===== src/design/rwl_pkg.sv =====
// Shared types and constants for the readers-writer lock arbiter.
// No dependencies; every other design file uses this package.
package rwl_pkg;

  localparam int QUEUE_DEPTH = 16;
  localparam int MAX_THREADS = 16;
  localparam int READER_MAX  = 31;
  localparam int RESULT_MAX  = 16;

  localparam int MODE_W   = 2;
  localparam int ID_W     = 4;
  localparam int EVENT_W  = 3;
  localparam int READER_W = 5;
  localparam int QPTR_W   = (QUEUE_DEPTH > 1) ? $clog2(QUEUE_DEPTH) : 1;
  localparam int CNT_W    = $clog2(QUEUE_DEPTH + 1);
  localparam int WAKE_W   = $clog2(RESULT_MAX);

  // request modes as they arrive on the input channel
  localparam logic [MODE_W-1:0] MODE_ENTER_READ  = 2'd0;
  localparam logic [MODE_W-1:0] MODE_ENTER_WRITE = 2'd1;
  localparam logic [MODE_W-1:0] MODE_EXIT_READ   = 2'd2;
  localparam logic [MODE_W-1:0] MODE_EXIT_WRITE  = 2'd3;

  // result event codes
  localparam logic [EVENT_W-1:0] EV_READ_GRANT   = 3'd0;
  localparam logic [EVENT_W-1:0] EV_WRITE_GRANT  = 3'd1;
  localparam logic [EVENT_W-1:0] EV_QUEUED       = 3'd2;
  localparam logic [EVENT_W-1:0] EV_RELEASED     = 3'd3;
  localparam logic [EVENT_W-1:0] EV_READER_WOKEN = 3'd4;
  localparam logic [EVENT_W-1:0] EV_WRITER_WOKEN = 3'd5;
  localparam logic [EVENT_W-1:0] EV_ERROR        = 3'd6;

  // classified operation handed from front to back
  typedef enum logic [2:0] {
    OP_ENTER_READ,
    OP_ENTER_WRITE,
    OP_EXIT_READ,
    OP_EXIT_WRITE,
    OP_BAD_ID
  } op_t;

  typedef struct packed {
    op_t             op;
    logic [ID_W-1:0] id;
  } item_t;

  typedef enum logic {
    ST_IDLE,
    ST_WAKE
  } back_state_t;

endpackage


===== src/design/rwl_req_if.sv =====
// Request channel: valid/ready handshake carrying mode and requester id.
// Depends on rwl_pkg for field widths.
interface rwl_req_if;
  logic                       valid;
  logic                       ready;
  logic [rwl_pkg::MODE_W-1:0] mode;
  logic [rwl_pkg::ID_W-1:0]   requester_id;

  modport source (output valid, output mode, output requester_id, input ready);
  modport sink   (input valid, input mode, input requester_id, output ready);
endinterface


===== src/design/rwl_res_if.sv =====
// Result channel: valid/ready handshake carrying thread id, event and last flag.
// Depends on rwl_pkg for field widths.
interface rwl_res_if;
  logic                        valid;
  logic                        ready;
  logic [rwl_pkg::ID_W-1:0]    thread_id;
  logic [rwl_pkg::EVENT_W-1:0] event_res;
  logic                        last;

  modport source (output valid, output thread_id, output event_res, output last,
                  input ready);
  modport sink   (input valid, input thread_id, input event_res, input last,
                  output ready);
endinterface


===== src/design/rwl_front.sv =====
// Front end: accepts requests, classifies them and holds them in a two-entry queue.
// Depends on rwl_pkg and rwl_req_if.
module rwl_front (
  input  logic           clk,
  input  logic           rst,
  rwl_req_if.sink        req,
  output logic           q_valid,
  output rwl_pkg::item_t q_item,
  input  logic           q_pop
);
  import rwl_pkg::*;

  item_t      slot [2];
  logic       wr_ptr;
  logic       rd_ptr;
  logic [1:0] count;
  logic       push;
  item_t      cls;

  // classify the incoming request
  always_comb begin
    cls.id = req.requester_id;
    if (32'(req.requester_id) >= MAX_THREADS) begin
      cls.op = OP_BAD_ID;
    end else begin
      case (req.mode)
        MODE_ENTER_READ:  cls.op = OP_ENTER_READ;
        MODE_ENTER_WRITE: cls.op = OP_ENTER_WRITE;
        MODE_EXIT_READ:   cls.op = OP_EXIT_READ;
        default:          cls.op = OP_EXIT_WRITE;
      endcase
    end
  end

  assign req.ready = (count != 2'd2);
  assign push      = req.valid && req.ready;
  assign q_valid   = (count != 2'd0);
  assign q_item    = slot[rd_ptr];

  always_ff @(posedge clk) begin
    if (push) begin
      slot[wr_ptr] <= cls;
    end
  end

  always_ff @(posedge clk) begin
    if (rst) begin
      wr_ptr <= 1'b0;
      rd_ptr <= 1'b0;
      count  <= 2'd0;
    end else begin
      if (push) begin
        wr_ptr <= ~wr_ptr;
      end
      if (q_pop) begin
        rd_ptr <= ~rd_ptr;
      end
      case ({push, q_pop})
        2'b10:   count <= count + 2'd1;
        2'b01:   count <= count - 2'd1;
        default: count <= count;
      endcase
    end
  end

endmodule


===== src/design/rwl_back.sv =====
// Back end: lock state, reader and writer wait queues, wake sequencer, result register.
// Depends on rwl_pkg and rwl_res_if.
module rwl_back (
  input  logic           clk,
  input  logic           rst,
  input  logic           q_valid,
  input  rwl_pkg::item_t q_item,
  output logic           q_pop,
  rwl_res_if.source      res
);
  import rwl_pkg::*;

  back_state_t         state, state_next;
  logic [READER_W-1:0] active_readers, active_readers_next;
  logic                writer_holds, writer_holds_next;
  logic [WAKE_W-1:0]   wake_cnt, wake_cnt_next;

  // wait queues: memories with registered read of the head entry
  logic [ID_W-1:0]     r_mem [QUEUE_DEPTH];
  logic [ID_W-1:0]     w_mem [QUEUE_DEPTH];
  logic [QPTR_W-1:0]   r_head, r_head_next, w_head, w_head_next;
  logic [CNT_W-1:0]    r_count, r_count_next, w_count, w_count_next;
  logic [ID_W-1:0]     r_rdata, w_rdata;
  logic                r_we, w_we, r_pop, w_pop;
  logic [QPTR_W-1:0]   r_waddr, w_waddr;

  // result register
  logic                res_valid;
  logic [ID_W-1:0]     res_id;
  logic [EVENT_W-1:0]  res_ev;
  logic                res_last;
  logic                load;
  logic [ID_W-1:0]     load_id;
  logic [EVENT_W-1:0]  load_ev;
  logic                load_last;
  logic                slot_free;

  assign slot_free     = !res_valid || res.ready;
  assign res.valid     = res_valid;
  assign res.thread_id = res_id;
  assign res.event_res = res_ev;
  assign res.last      = res_last;

  function automatic logic [QPTR_W-1:0] tail_addr(input logic [QPTR_W-1:0] head,
                                                  input logic [CNT_W-1:0] cnt);
    logic [CNT_W:0] sum;
    sum = (CNT_W + 1)'(head) + (CNT_W + 1)'(cnt);
    if (sum >= (CNT_W + 1)'(QUEUE_DEPTH)) begin
      sum = sum - (CNT_W + 1)'(QUEUE_DEPTH);
    end
    return sum[QPTR_W-1:0];
  endfunction

  function automatic logic [QPTR_W-1:0] ptr_inc(input logic [QPTR_W-1:0] p);
    if (32'(p) == QUEUE_DEPTH - 1) begin
      return '0;
    end
    return p + QPTR_W'(1);
  endfunction

  assign r_waddr     = tail_addr(r_head, r_count);
  assign w_waddr     = tail_addr(w_head, w_count);
  assign r_head_next = r_pop ? ptr_inc(r_head) : r_head;
  assign w_head_next = w_pop ? ptr_inc(w_head) : w_head;

  always_comb begin
    state_next          = state;
    active_readers_next = active_readers;
    writer_holds_next   = writer_holds;
    wake_cnt_next       = wake_cnt;
    r_count_next        = r_count;
    w_count_next        = w_count;
    r_we                = 1'b0;
    w_we                = 1'b0;
    r_pop               = 1'b0;
    w_pop               = 1'b0;
    q_pop               = 1'b0;
    load                = 1'b0;
    load_id             = q_item.id;
    load_ev             = EV_ERROR;
    load_last           = 1'b1;
    case (state)
      ST_IDLE: begin
        if (q_valid && slot_free) begin
          q_pop = 1'b1;
          load  = 1'b1;
          case (q_item.op)
            OP_ENTER_READ: begin
              if (!writer_holds && w_count == '0) begin
                if (32'(active_readers) >= READER_MAX) begin
                  load_ev = EV_ERROR;
                end else begin
                  active_readers_next = active_readers + READER_W'(1);
                  load_ev             = EV_READ_GRANT;
                end
              end else if (32'(r_count) >= QUEUE_DEPTH) begin
                load_ev = EV_ERROR;
              end else begin
                r_we         = 1'b1;
                r_count_next = r_count + CNT_W'(1);
                load_ev      = EV_QUEUED;
              end
            end
            OP_ENTER_WRITE: begin
              if (active_readers == '0 && !writer_holds) begin
                writer_holds_next = 1'b1;
                load_ev           = EV_WRITE_GRANT;
              end else if (32'(w_count) >= QUEUE_DEPTH) begin
                load_ev = EV_ERROR;
              end else begin
                w_we         = 1'b1;
                w_count_next = w_count + CNT_W'(1);
                load_ev      = EV_QUEUED;
              end
            end
            OP_EXIT_READ: begin
              if (active_readers == '0) begin
                load_ev = EV_ERROR;
              end else begin
                active_readers_next = active_readers - READER_W'(1);
                if (active_readers == READER_W'(1) && w_count != '0) begin
                  // last reader out: hand the lock to the oldest writer
                  w_pop             = 1'b1;
                  w_count_next      = w_count - CNT_W'(1);
                  writer_holds_next = 1'b1;
                  load_id           = w_rdata;
                  load_ev           = EV_WRITER_WOKEN;
                end else begin
                  load_ev = EV_RELEASED;
                end
              end
            end
            OP_EXIT_WRITE: begin
              if (!writer_holds) begin
                load_ev = EV_ERROR;
              end else begin
                writer_holds_next = 1'b0;
                if (r_count != '0) begin
                  // drain waiting readers one result per cycle while the result register is free
                  load          = 1'b0;
                  wake_cnt_next = '0;
                  state_next    = ST_WAKE;
                end else if (w_count != '0) begin
                  w_pop             = 1'b1;
                  w_count_next      = w_count - CNT_W'(1);
                  writer_holds_next = 1'b1;
                  load_id           = w_rdata;
                  load_ev           = EV_WRITER_WOKEN;
                end else begin
                  load_ev = EV_RELEASED;
                end
              end
            end
            default: begin
              load_ev = EV_ERROR;
            end
          endcase
        end
      end
      ST_WAKE: begin
        if (slot_free) begin
          load                = 1'b1;
          r_pop               = 1'b1;
          r_count_next        = r_count - CNT_W'(1);
          active_readers_next = active_readers + READER_W'(1);
          wake_cnt_next       = wake_cnt + WAKE_W'(1);
          load_id             = r_rdata;
          load_ev             = EV_READER_WOKEN;
          load_last           = (r_count == CNT_W'(1)) ||
                                (32'(wake_cnt) == RESULT_MAX - 1) ||
                                (32'(active_readers) + 1 >= READER_MAX);
          if (load_last) begin
            state_next = ST_IDLE;
          end
        end
      end
      default: begin
        state_next = ST_IDLE;
      end
    endcase
  end

  // queue memories; bypass a write to the next head so the read register stays current
  always_ff @(posedge clk) begin
    if (r_we) begin
      r_mem[r_waddr] <= q_item.id;
    end
    if (r_we && r_waddr == r_head_next) begin
      r_rdata <= q_item.id;
    end else begin
      r_rdata <= r_mem[r_head_next];
    end
  end

  always_ff @(posedge clk) begin
    if (w_we) begin
      w_mem[w_waddr] <= q_item.id;
    end
    if (w_we && w_waddr == w_head_next) begin
      w_rdata <= q_item.id;
    end else begin
      w_rdata <= w_mem[w_head_next];
    end
  end

  always_ff @(posedge clk) begin
    if (load) begin
      res_id   <= load_id;
      res_ev   <= load_ev;
      res_last <= load_last;
    end
  end

  always_ff @(posedge clk) begin
    if (rst) begin
      state          <= ST_IDLE;
      active_readers <= '0;
      writer_holds   <= 1'b0;
      wake_cnt       <= '0;
      r_head         <= '0;
      r_count        <= '0;
      w_head         <= '0;
      w_count        <= '0;
      res_valid      <= 1'b0;
    end else begin
      state          <= state_next;
      active_readers <= active_readers_next;
      writer_holds   <= writer_holds_next;
      wake_cnt       <= wake_cnt_next;
      r_head         <= r_head_next;
      r_count        <= r_count_next;
      w_head         <= w_head_next;
      w_count        <= w_count_next;
      if (load) begin
        res_valid <= 1'b1;
      end else if (res.ready) begin
        res_valid <= 1'b0;
      end
    end
  end

endmodule


===== src/design/readers_writer_lock_arbiter_top.sv =====
// Top level of the readers-writer lock arbiter (writer preference).
// Depends on rwl_pkg, rwl_req_if, rwl_res_if, rwl_front and rwl_back.
//
//   req  - request channel (valid/ready). Each transfer carries mode (enter read,
//          enter write, exit read, exit write) and requester_id.
//   res  - result channel (valid/ready). Each transfer carries thread_id,
//          event_res and last; last marks the final result of a request.
//   A two-entry queue in the front end takes requests; the back end keeps the
//   lock state and the reader and writer wait queues and fills one output
//   register, so requests keep being taken while a result waits.
//   A request is written into the front queue; the back end pops it and loads
//   its result into the result register once that register is free. Throughput:
//   one request per cycle when it makes a single result and the receiver keeps
//   up. An exit write that wakes k waiting readers (k up to 16) decides, then the
//   wake sequencer pops them one entry a cycle while the result register is free.
//   Reset (rst, synchronous, active high) empties both queues, clears the
//   reader count and writer flag and drops any pending result. The wait
//   queue memories need no clearing pass.
//   Receiver stall: hold the result register; the back end waits, the front
//   queue fills and then req.ready drops. No result is lost or repeated.
module readers_writer_lock_arbiter_top (
  input  logic      clk,
  input  logic      rst,
  rwl_req_if.sink   req,
  rwl_res_if.source res
);
  import rwl_pkg::*;

  // classified request stream between front and back
  logic  q_valid;
  item_t q_item;
  logic  q_pop;

  rwl_front u_front (
    .clk     (clk),
    .rst     (rst),
    .req     (req),
    .q_valid (q_valid),
    .q_item  (q_item),
    .q_pop   (q_pop)
  );

  rwl_back u_back (
    .clk     (clk),
    .rst     (rst),
    .q_valid (q_valid),
    .q_item  (q_item),
    .q_pop   (q_pop),
    .res     (res)
  );

endmodule


===== src/flat_wrapper.sv =====
// flat-port wrapper written by rule: the top's interface ports become plain ports
module readers_writer_lock_arbiter_top_flat import rwl_pkg::*;
  (clk, rst, req_valid, req_mode, req_requester_id, req_ready, res_valid, res_thread_id, res_event_res, res_last, res_ready);
  rwl_req_if req_i ();
  rwl_res_if res_i ();
  input  logic clk;
  input  logic rst;
  input wire logic [$bits(req_i.valid)-1:0] req_valid;
  input wire logic [$bits(req_i.mode)-1:0] req_mode;
  input wire logic [$bits(req_i.requester_id)-1:0] req_requester_id;
  output wire logic [$bits(req_i.ready)-1:0] req_ready;
  output wire logic [$bits(res_i.valid)-1:0] res_valid;
  output wire logic [$bits(res_i.thread_id)-1:0] res_thread_id;
  output wire logic [$bits(res_i.event_res)-1:0] res_event_res;
  output wire logic [$bits(res_i.last)-1:0] res_last;
  input wire logic [$bits(res_i.ready)-1:0] res_ready;
  assign req_i.valid = req_valid;
  assign req_i.mode = req_mode;
  assign req_i.requester_id = req_requester_id;
  assign req_ready = req_i.ready;
  assign res_valid = res_i.valid;
  assign res_thread_id = res_i.thread_id;
  assign res_event_res = res_i.event_res;
  assign res_last = res_i.last;
  assign res_i.ready = res_ready;
  readers_writer_lock_arbiter_top u_core (.clk(clk), .rst(rst), .req(req_i), .res(res_i));
endmodule

===== config.mk =====
export PLATFORM = sky130hd
export DESIGN_NAME = readers_writer_lock_arbiter_top_flat
export DESIGN_NICKNAME = d
export VERILOG_FILES = /design/src/design/rwl_pkg.sv /design/src/design/rwl_req_if.sv /design/src/design/rwl_res_if.sv /design/src/design/rwl_front.sv /design/src/design/rwl_back.sv /design/src/design/readers_writer_lock_arbiter_top.sv /design/src/flat_wrapper.sv
export SDC_FILE = /design/constraint.sdc
export NUM_CORES = 1
export LEC_CHECK = 0
export BUFFER_PORTS_ARGS = -buffer_cell sky130_fd_sc_hd__buf_2
export CAP_MARGIN = 20
export CORE_ASPECT_RATIO = 0.6
export CORE_MARGIN = 5
export CORE_UTILIZATION = 45
export DETAILED_ROUTE_END_ITERATION = 6
export GPL_TIMING_DRIVEN = 0
export HOLD_SLACK_MARGIN = 0.08
export PLACE_DENSITY_LB_ADDON = 0.15
export SKIP_CTS_REPAIR_TIMING = 1
export SYNTH_ARGS = -nofsm -noshare
export SYNTH_HDL_FRONTEND = slang
export SYNTH_SLANG_ARGS = --single-unit

===== constraint.sdc =====
create_clock -name clk -period 4.3 [get_ports clk]
set_input_delay 1.075 -clock clk [delete_from_list [all_inputs] [get_ports clk]]
set_output_delay 1.075 -clock clk [all_outputs]
set_load 0.02 [all_outputs]

==> impl_metrics.py <==
metrics = {
    "routing": {
        "routed-via-count": 5252,
        "drt_pass_1_iters": 5,
        "ant_nets": 0,
        "initialDrtViolationCount": 486,
        "wire_per_inst_um": 20.39,
        "detail_route.vias_per_cell": 5.715,
        "final_wirelength_um": 18740,
        "route.detailed.drc": 0,
    },
    "synthesis": {
        "ys.warnings.count": 0,
        "synth_top_area_cell": "edfxtp_1",
        "synth.top_cells.by_area": "edfxtp_1 51%, dfxtp_1 9.9%, mux4_2 8.6%",
        "synth_simple_gate_area_share": 0.1074,
        "muxShareOfSynthArea": 0.1251,
        "post-synth-top-count-cell": "edfxtp_1",
        "synth.ff_latch_count": 191,
        "asyncSetResetFlopFracSynth": 0,
        "ys_dominant_reg_cell": "edfxtp_1",
        "synthesis.nets": 660,
        "synthAdderAreaFrac": 0.04014,
        "yosys.area_share.xor_xnor": 0.02325,
        "synthesis.area_um2": 8665,
        "syn_inst_count": 624,
        "synth_area_per_cell_um2": 13.89,
        "complex_gate_fraction_of_the_synthesized_area": 0.07061,
        "synth-seq-area-share": 0.6123,
        "synthTopCellsByCount": "148 x edfxtp_1, 61 x nor2_1, 43 x dfxtp_1",
        "synth_cell_type_count": 62,
        "dominant_combinational_cell_family_by_area_after_synthesis": "multiplexers",
        "yosysTopAreaCellShare": 0.5129,
        "count_of_flip_flops_with_a_built_in_enable_after_synthesis": 148,
    },
    "worst_setup_path": {
        "crit_type": "primary input to flop",
        "timing.critical_path.fanout_max": 10,
        "worst_path_arrival_time_ns": 3.49,
        "cp-end-kind": "flop",
        "required_time_at_the_worst_slack_endpoint_ns": 4.34,
        "cp-start-kind": "primary input",
    },
    "placement": {
        "buffer_ports.inserted": 16,
        "final_replace_weighted_congestion": 0.8447,
        "pre_cts_slack_ns": 0.3965,
        "detailed_place_hpwl_um": 13340,
        "dp_cells": 886,
    },
    "timing": {
        "fin_setup_tns_ns": 0,
        "fin_crit_ns": 3.448,
        "relSlewSlack": 0.2893,
        "final_slew_viol_count": 0,
        "report.final.setup_viol": 0,
        "fin_skew_ns": 0.01265,
        "unrepaired_setup_endpoints_after_global_routing": "false",
        "final_worst_path_cycle_share": 0.8018,
        "worst_slew_pin_slew_ns": 1.056,
        "finalHoldViolCount": 0,
        "max_freq_ghz": 0.2900,
        "setup_slack_ns": 0.8522,
    },
    "worst_hold_path": {
        "min_path_type": "flop to flop",
    },
    "grt": {
        "antenna_found_initial": 0,
        "global_route.usage.total": 0.1759,
        "global_route.overflow_total": 0,
        "vias_in_the_first_global_route": 5216,
        "grt_max_degree": 35,
        "grt_first_pass_wirelength_um": 29680,
    },
    "pwr": {
        "internal_power_uw": 3477,
        "p_comb_frac": 0.213,
        "irDropWorstVdd_mv": 0.2937,
        "power_leakage_uw": 0.003239,
        "power.share.sequential": 0.467,
        "switchingPower_uw": 1442,
        "pwr_density_cell_nw_per_um2": 510.4,
        "power_frac_clock": 0.320,
        "switching_fraction": 0.2932,
    },
    "finish": {
        "drive_above_1_share": 0.1575,
        "final.fill_count": 1590,
        "register_area_um2": 5305,
        "antennaDiodeCount": 0,
        "post_layout_nonfiller_instances": 919,
        "final_net_count": 696,
        "syn2layout_area_growth_pct": 11.23,
        "multiInputGateArea_um2": 3176,
    },
    "floorplan": {
        "dieArea_um2": 22220,
        "ios": 20,
        "core.rowCount": 39,
        "die_w_um": 189.1,
        "placeableCoreArea_um2": 18980,
        "die_y_um": 117.5,
        "initial_core_util": 0.4565,
    },
    "clock_network": {
        "clock_latency_ns": 0.43,
        "clock_tree_from_tritoncts": "done",
        "cell_chosen_for_the_clock_root": "clkbuf_16",
        "cts_inserted_buffers": 17,
        "ctsHtreeMaxLevel": 4,
        "clkSinkCount": 191,
        "clkTransAtPathRegs_ns": 0.07,
        "clk_path_buf_depth": 2,
    },
    "outcome": {
        "status": "completed",
    },
    "flow_run": {
        "cap_viol_max_count": 0,
    },
}
-- power groups by stage --
stage	Sequential, uW	Clock, uW	Combinational (uW)
2_1_floorplan	2350	0	690
3_3_place_gp	2330	0	998
3_5_place_dp	2330	0	1030
4_1_cts	2290	1610	1040
5_1_grt	2310	1690	1150
6_report	2300	1580	1050
-- cells in the final DEF, fill, tap and decap left out, types with 17 or more instances in the layout --
cell,n
edfxtp_1,148
mux4_2,33
nor2_1,61
buf_2,22
clkbuf_16,17
nand2_1,36
ha_1,23
a21oi_1,26
clkbuf_1,24
dfxtp_1,43
mux2i_1,19
o21ai_0,17
-- path summary, 6_finish.rpt --
check | startpoint | to | slack, ns | cells after the start
setup / recovery | res_ready | u_core.u_back.r_mem[8][1] | 0.85 | 7
hold / removal | u_core.u_back.wake_cnt[1] | u_core.u_back.wake_cnt[1] | 0.50 | 2
setup reg to reg | u_core.u_back.state | u_core.u_back.r_mem[8][1] | 1.15 | 5
hold reg to reg | u_core.u_back.wake_cnt[1] | u_core.u_back.wake_cnt[1] | 0.50 | 2
-- layout make-up --
class | instances | share of cell area
multi-input combinational | 391 | 0.3295
inverter | 12 | 0.004674
buffer | 30 | 0.01441
sequential | 191 | 0.5504
clock inverter | 11 | 0.01454
timing repair buffer | 17 | 0.008828
clock buffer | 21 | 0.04570
tap | 246 | 0.03194
-- logic make-up after synthesis --
logic type | Yosys count
AND/OR/NAND/NOR | 185
flip-flops | 191
buffers and inverters | 42
XOR/XNOR | 23
multiplexers | 65
AO/OA/AOI/OAI | 92
adder cells (fa/ha/maj) | 26
-- critical path, stage by stage --
cell	delay [ns]
buf_2	0.11
nor2b_4	0.04
buf_6	0.13
or3_1	0.35
buf_6	0.15
or4_2	0.73
nor4_1	0.89
-- through the flow --
step | power (uW) | instance area (um2) | hold slack, ns | util
after floorplan | 3044 | 8665 | 0.4651 | -
after global placement | 3325 | 9052 | 0.4762 | 0.4769
after detailed placement | 3366 | 9052 | 0.4877 | 0.4769
after CTS | 4939 | 9633 | 0.4991 | 0.5075
after global routing | 5150 | 9638 | 0.5416 | 0.5077
final | 4920 | 9638 | 0.4977 | 0.5077
-- state kept, by name, summed over array words and instances (netlist names), named ones only --
| signal | count |
|---|---|
| u_core.u_back.state | 1 |
| u_core.u_back.r_head | 4 |
| u_core.u_back.res.event_res | 3 |
| u_core.u_front.slot | 12 |
| u_core.u_back.r_count | 5 |
| u_core.u_back.wake_cnt | 4 |
| u_core.u_back.res.valid | 1 |
| u_core.u_back.res.thread_id | 4 |
| u_core.u_front.rd_ptr | 1 |
| u_core.u_back.r_mem | 64 |
| u_core.u_back.w_head | 4 |
| u_core.u_back.active_readers | 5 |
| u_core.u_front.count | 2 |
| u_core.u_back.w_count | 5 |
| u_core.u_back.w_mem | 64 |
| u_core.u_back.writer_holds | 1 |
| u_core.u_front.wr_ptr | 1 |
| u_core.u_back.res.last | 1 |
-- per-layer routing --
metal,vias to the layer above,GRT usage,share of wire
met3,14,0.04713,0.070
met4,0,0.04595,0.0088
met2,171,0.2428,0.42
li1,2454,-,-
met5,-,0,0
met1,2613,0.2741,0.50
(Power assumes the default switching activity.)
